[src/hdl/kbs_pkg.sv]
// Types and constants shared by the keyed byte substitution unit
package kbs_pkg;

	localparam logic [31:0] KEY_MULT = 32'h1A74_3125;

	localparam int CFG_IDX_W = 2;
	localparam logic [CFG_IDX_W-1:0] CFG_INIT_KEY = 2'd0;
	localparam logic [CFG_IDX_W-1:0] CFG_SEED     = 2'd1;
	localparam logic [CFG_IDX_W-1:0] CFG_XOR_KEY  = 2'd2;

	localparam logic REQ_BUILD  = 1'b0;
	localparam logic REQ_DECODE = 1'b1;

	typedef struct packed {
		logic       en;
		logic [7:0] addr_a;
		logic [7:0] addr_b;
	} tab_rd_t;

	typedef struct packed {
		logic       en;
		logic [7:0] addr;
		logic [7:0] data;
	} tab_wr_t;

endpackage

[src/hdl/kbs_tab.sv]
// Substitution table: 256x8 memory, two registered read ports, one write port
module kbs_tab (
	input  logic            clk,
	input  logic            arst_n,
	input  logic            fill,
	input  kbs_pkg::tab_rd_t rd,
	input  kbs_pkg::tab_wr_t wr,
	output logic [7:0]      data_a,
	output logic [7:0]      data_b
);
	import kbs_pkg::*;

	logic [7:0]   mem [256];
	logic [255:0] vld_q;
	logic         ident_q;

	logic [7:0] rd_a_s1, rd_b_s1, idx_a_s1, idx_b_s1;
	logic       vld_a_s1, vld_b_s1, ident_s1;

	// unwritten entries read as zero after reset, as their index after a fill
	always_ff @(posedge clk or negedge arst_n) begin
		if (!arst_n) begin
			vld_q   <= '0;
			ident_q <= 1'b0;
		end else if (fill) begin
			vld_q   <= '0;
			ident_q <= 1'b1;
		end else if (wr.en) begin
			vld_q[wr.addr] <= 1'b1;
		end
	end

	always_ff @(posedge clk) begin
		if (wr.en) begin
			mem[wr.addr] <= wr.data;
		end
	end

	always_ff @(posedge clk) begin
		if (rd.en) begin
			rd_a_s1  <= mem[rd.addr_a];
			rd_b_s1  <= mem[rd.addr_b];
			vld_a_s1 <= vld_q[rd.addr_a];
			vld_b_s1 <= vld_q[rd.addr_b];
			idx_a_s1 <= rd.addr_a;
			idx_b_s1 <= rd.addr_b;
			ident_s1 <= ident_q;
		end
	end

	assign data_a = vld_a_s1 ? rd_a_s1 : (ident_s1 ? idx_a_s1 : 8'h00);
	assign data_b = vld_b_s1 ? rd_b_s1 : (ident_s1 ? idx_b_s1 : 8'h00);

endmodule

[config.mk]
export PLATFORM = sky130hd
export DESIGN_NAME = kbs_tab
export DESIGN_NICKNAME = d
export VERILOG_FILES = /design/src/hdl/kbs_pkg.sv /design/src/hdl/kbs_tab.sv
export SDC_FILE = /design/constraint.sdc
export NUM_CORES = 2
export LEC_CHECK = 0
export BUFFER_PORTS_ARGS = -buffer_cell sky130_fd_sc_hd__buf_4
export CAP_MARGIN = 0
export CORE_MARGIN = 10
export CORE_UTILIZATION = 40
export CTS_BUF_LIST = sky130_fd_sc_hd__clkbuf_16
export CTS_CLUSTER_DIAMETER = 100
export DETAILED_ROUTE_END_ITERATION = 12
export PLACE_DENSITY = 0.52
export SLEW_MARGIN = 20
export SYNTH_ARGS = -nofsm -noshare
export SYNTH_HDL_FRONTEND = slang
export SYNTH_SLANG_ARGS = --single-unit
[constraint.sdc]
create_clock -name clk -period 2.8 [get_ports clk]
set_input_delay 0.28 -clock clk [delete_from_list [all_inputs] [get_ports clk]]
set_output_delay 0.28 -clock clk [all_outputs]
set_load 0.02 [all_outputs]
* Word level (Yosys, flattened, before mapping)
Memories as Yosys holds them, arrays and structs flattened. A register that Yosys moved wholly into a read port is not among the register bits.
Index checks and enable logic that the tools add are counted.
** Operators by class
- Magnitude comparators :: 4
- Mux-type cells :: 14
- Bitwise gates (word level) :: 1
- Reductions and logical operators :: 2
** Operators by type and width (count)
- 256-bit 2-to-1 mux :: 2
- 256-bit OR :: 1
- 8-bit 2-to-1 mux :: 4
- 8-bit by 9-bit < comparator with 1-bit output (second input constant) :: 3
- 1-bit binary-select mux with 8-bit select :: 2
- 1-bit demux with 8-bit select :: 1
- 8-bit by 1-bit >= comparator with 1-bit output (second input constant) :: 1
- 1-bit 2-to-1 mux :: 5
- 2-bit nonzero test :: 1
- 1-bit logical AND :: 1
** Word-level totals
- Register bits :: 276
- Memory bits (writable) :: 2048
- Input port bits :: 37
- Output and inout bits :: 16
- Word-level logic and storage cells :: 29
- Memories kept :: 1
** Memory list
- mem :: depth 256, bits a word 8, read ports 2, clocked after memory_dff 2, write ports 1, RTL line kbs_tab.sv:13 : logic [7:0] mem [256];

* Logic depth before layout (Yosys ltp)
- Depth after elaboration :: 7
- Depth in mapped cells :: 12
- Depth with buffers taken out :: 6

* Least setup slack after synthesis
No wires, ideal clock.
- Path kind :: input -> register
- Start point :: in rd[0] (netlist bit)
- End point :: reg rd_b_s1[6], read port of mem, data pin
- Setup time :: 0.264 ns
- Arrival time :: 1.992 ns
- Data required time :: 2.536 ns
- Slack :: 0.543 ns
- Stages :: 9
- Buffers on the path :: 4
- Cell sequence :: buf_6 > buf_8 > buf_4 > buf_4 > mux4_2 > a22oi_1 > a21oi_1 > nor3_1 > nor3_1
** RTL lines
- start: declaration :: RTL line kbs_tab.sv:6 : input kbs_pkg::tab_rd_t rd,
- end: declaration :: RTL line kbs_tab.sv:17 : logic [7:0] rd_a_s1, rd_b_s1, idx_a_s1, idx_b_s1;

* Worst setup path after layout
- Start point :: reg vld_q[187]
- End point :: reg vld_a_s1, data pin
** Between the ends
- Cells in the longest elaborated chain, start to end :: 2
** Ends and longest elaborated chain
- start: declaration :: RTL line kbs_tab.sv:14 : logic [255:0] vld_q;
- start signal: assignment :: RTL line kbs_tab.sv:23 : vld_q <= '0;
- start signal: assignment :: RTL line kbs_tab.sv:26 : vld_q <= '0;
- start signal: indexed assignment :: RTL line kbs_tab.sv:29 : vld_q[wr.addr] <= 1'b1;
- 1-bit binary-select mux with 8-bit select :: RTL line kbs_tab.sv:43 : vld_a_s1 <= vld_q[rd.addr_a];
- 1-bit 2-to-1 mux (not written as such) :: RTL line kbs_tab.sv:43
- end signal: assignment :: RTL line kbs_tab.sv:43
- end: declaration :: RTL line kbs_tab.sv:18 : logic vld_a_s1, vld_b_s1, ident_s1;
Every way passes these cells. The select of a mux whose other input is x is not followed.
A chain may end at the register's enable or synchronous reset.

==> metrics.md <==
| Metric | Value |
|---|---|
| Yosys warns | `0` |
| DRT antenna net count | `0` |
| Sequential fraction of the synthesis area | `0.631` |
| Worst Path Max Fanout | `3` |
| Startpoint types | `flop` |
| Die span in x | `543 um` |
| Slew of the pin with the lowest slew margin | `about 1100 ps` |
| DRC violations left | `0` |
| Async set-reset flop share out of synthesis | `0.110` |
| Largest net degree at the start of global routing | `92` |
| HP Class | `in -> async` |
| Sum Neg Setup Slack | `0 ps` |
| Synth cell types | `71` |
| Port buffer count | `52` |
| Max incr delay on CP | `650 ps` |
| Worst slew margin | `0.252` |
| Worst path cell trace | `mux4_2 -> o22ai_1 -> buf_4 -> o31ai_1 -> buf_4 -> nor4_2 -> buf_4 -> a211oi_1` |
| Crit Path Class | `reg -> reg` |
| Postcts setup bufs | `0` |
| Multi-input gate area | `0.0376 mm^2` |
| Clk root buf | `clkbuf_16` |
| FF/Latch Area | `around 0.07 mm^2` |
| Initial antenna violation count | `32` |
| P per Cell Area | `610 mW/mm^2` |
| CTS Buf Count | `roughly 270` |
| H-tree depth | `5` |
| RSZ-0062 raised after global routing | `false` |
| Vias/cell | `6.34` |
| Die Y | `between 500 and 600 um` |
| Final setup fails | `0` |
| Critical Path Most Common Cell | `buf_4` |
| Worst Path Required | `3420 ps` |
| Fin nets | `7302` |
| Routability cong. | `0.935` |
| Total I/O pin count | `53` |
| Pre-Repair DR Iteration Count | `5` |
| Row count | `191` |
| Synth-to-Final Area Change | `19.6%` |
| Die footprint | `0.295 mm^2` |
| Final min period | `2770 ps` |
| Max stage delay cell, worst path | `nor4_2` |
| Vias | `70100` |
| Clock latency on the worst-skew pair | `around 880 ps` |
| Status | `finished, final reports clean` |
| CP Capture Type | `flop` |
| Core footprint | `0.271 mm^2` |
| F_max | `0.361 GHz` |
| Worst Path Arrival | `3390 ps` |
| Static leakage | `45.0 nW` |
| Syn Area/Cell | `around 17 um^2` |
| Gate Count Post-Synth | `6280` |
| Worst IR Drop VDD | `roughly 0.44 mV` |
| Setup WS post-layout | `a little over 30 ps` |
| Net Count, Synth | `6317` |
| Number of global-route vias before repair | `70300` |
| HPWL after DPL | `274000 um` |
| Number of synthesized flops with an enable pin | `between 2000 and 2500` |
| CTS sink cnt | `2340` |
| Detailed router's first-iteration violation count | `9461` |
| Pre-CTS setup slack | `-1030 ps` |
| Layout Utilization | `0.482` |
| Clock skew | `73.6 ps` |
| Worst-path clk slew | `~60 ps` |
| Period utilization | `0.989` |
| Flops & latches, synth | `approximately 2300` |
| GR Overflow Total | `0` |
| Largest buffer count on any clock path | `4` |
| Wire per inst | `35.6 um` |
| Share of cells above drive strength 1 | `0.345` |
| Final Total Pwr | `79.8 mW` |
| Pins Over Slew Limit | `0` |
| Placed cell area | `0.122 mm^2` |
| Maxcap violations | `0` |
| Most used DFF post-synth | `edfxtp_1` |
| Total Wirelength | `393000 um` |
| Layout fillers | `23000` |
| Synthesized area | `about 0.11 mm^2` |
| Final Hold Viols | `0` |
| Initial Util | `0.403` |
| CTS tree | `yes` |
| Final Cell Area | `0.131 mm^2` |
| Global-route wire length before repair | `550000 um` |
| Total GRT Usage | `0.261` |
## Yosys cell counts, types with 27 or more instances
cell,count,area [um^2]
nand2_1,77,289
buf_4,46,345
a221oi_1,34,298
o21ai_0,55,275
o221ai_1,75,657
mux2i_1,344,3440
nand3_1,36,180
clkbuf_1,229,860
a21oi_1,246,1230
nor3_1,44,220
dfrtp_1,257,6430
a22oi_1,386,2900
o21ba_2,30,300
buf_1,42,158
nor2b_1,27,169
mux4_1,41,1080
nor4_1,64,400
nor2_1,749,2810
buf_6,55,619
buf_2,102,510
edfxtp_1,2083,62500
mux4_2,931,21000
o22ai_1,68,425
## what timing repair did
item,4_1_cts,5_1_grt
resized for setup,8,5
hold buffers,19,0
endpoints found under the hold margin,518,0
endpoints found under the setup margin,18,5
## final cells by class
cell class / instances / share of cell area
multi-input cells: 3424 / 0.287
clock inverters: 201 / 0.00987
clock buffers: 281 / 0.0537
inverters: 6 / 0.000172
flip-flops and latches: 2340 / 0.527
repair buffers: 1220 / 0.0878
diodes: 6 / 0.000115
well taps: 3570 / 0.0341
## per-layer routing
| metal | track usage | routed length (um) | up-vias |
|---|---|---|---|
| met4 | 0.0917 | 16300 | 22 |
| li1 | - | - | 28300 |
| met2 | 0.404 | 181000 | 3627 |
| met3 | 0.0515 | 35700 | 695 |
| met1 | 0.368 | 161000 | 37500 |
| met5 | 0 | 146 | - |
## cells by family (layout without fill, tap and decap cells)
family	after synthesis	count (layout)	share of synthesized area
DFF	2340	2340	0.631
muxes	1322	1322	0.234
and+or+nand+nor	1069	1069	0.0418
AOI/OAI and AO/OA	1033	1033	0.0659
buffers and inverters	516	1708	0.0280
other	0	6	0
## worst max-delay path, delay by kind of cell, from the launching register on
family	cells	cell delay [ps]
buffers and inverters	3	630
AO/OA/AOI/OAI	3	320
AND/OR/NAND/NOR	1	650
multiplexers	1	500
flip-flops	1	410
## where the power goes
part | switching [mW] | internal, mW
combinational | 4.68 | 3.08
clock | 14.4 | 19.4
sequential | 0.0834 | 38.2
total | 19.2 | 60.7
## state kept, by name, summed over array words and instances, names as in the netlist, 8 cells and up
register and count:
vld_q 256, rd_a_s1 8, rd_b_s1 8, idx_b_s1 8
idx_a_s1 8, mem 2048
## metrics by stage
stage,hold WS (ps),cells
6_report,6.31,11000
4_1_cts,25.7,11000
3_3_place_gp,343,10500
3_5_place_dp,351,10500
5_1_grt,59.4,11000
2_1_floorplan,-15.6,6280
## path summary, 6_finish.rpt
check | start | cells after the start | to | slack [ps]
worst max-delay path | vld_q[187] | 8 | vld_a_s1 | 30
worst min-delay path | arst_n | 2 | vld_q[185] | 6
worst max register to register | vld_q[187] | 8 | vld_a_s1 | 30
worst min register to register | ident_q | 0 | ident_s1 | 480
max in group asynchronous | arst_n | 4 | vld_q[226] | 1720
min in group clk | wr[0] | 1 | mem[32][0] | 40
## cell usage in the layout (no fill, tap or decap), types with 25 or more instances in the layout
cell and instances:
clkinv_1 62, nor3_1 44, nand3_1 29, mux2i_1 344
buf_4 1013, edfxtp_1 2083, buf_12 174, dfrtp_1 257
clkinv_2 37, o21ai_0 55, nor4_1 55, nor2_1 746
a22o_1 25, inv_1 77, o22ai_1 68, nand2_1 77
a21oi_1 244, mux4_1 41, a221oi_1 33, mux4_2 931
o21ba_2 30, a22oi_1 386, clkbuf_16 281, o221ai_1 75
Note: power is estimated with default switching activity, not from simulation.
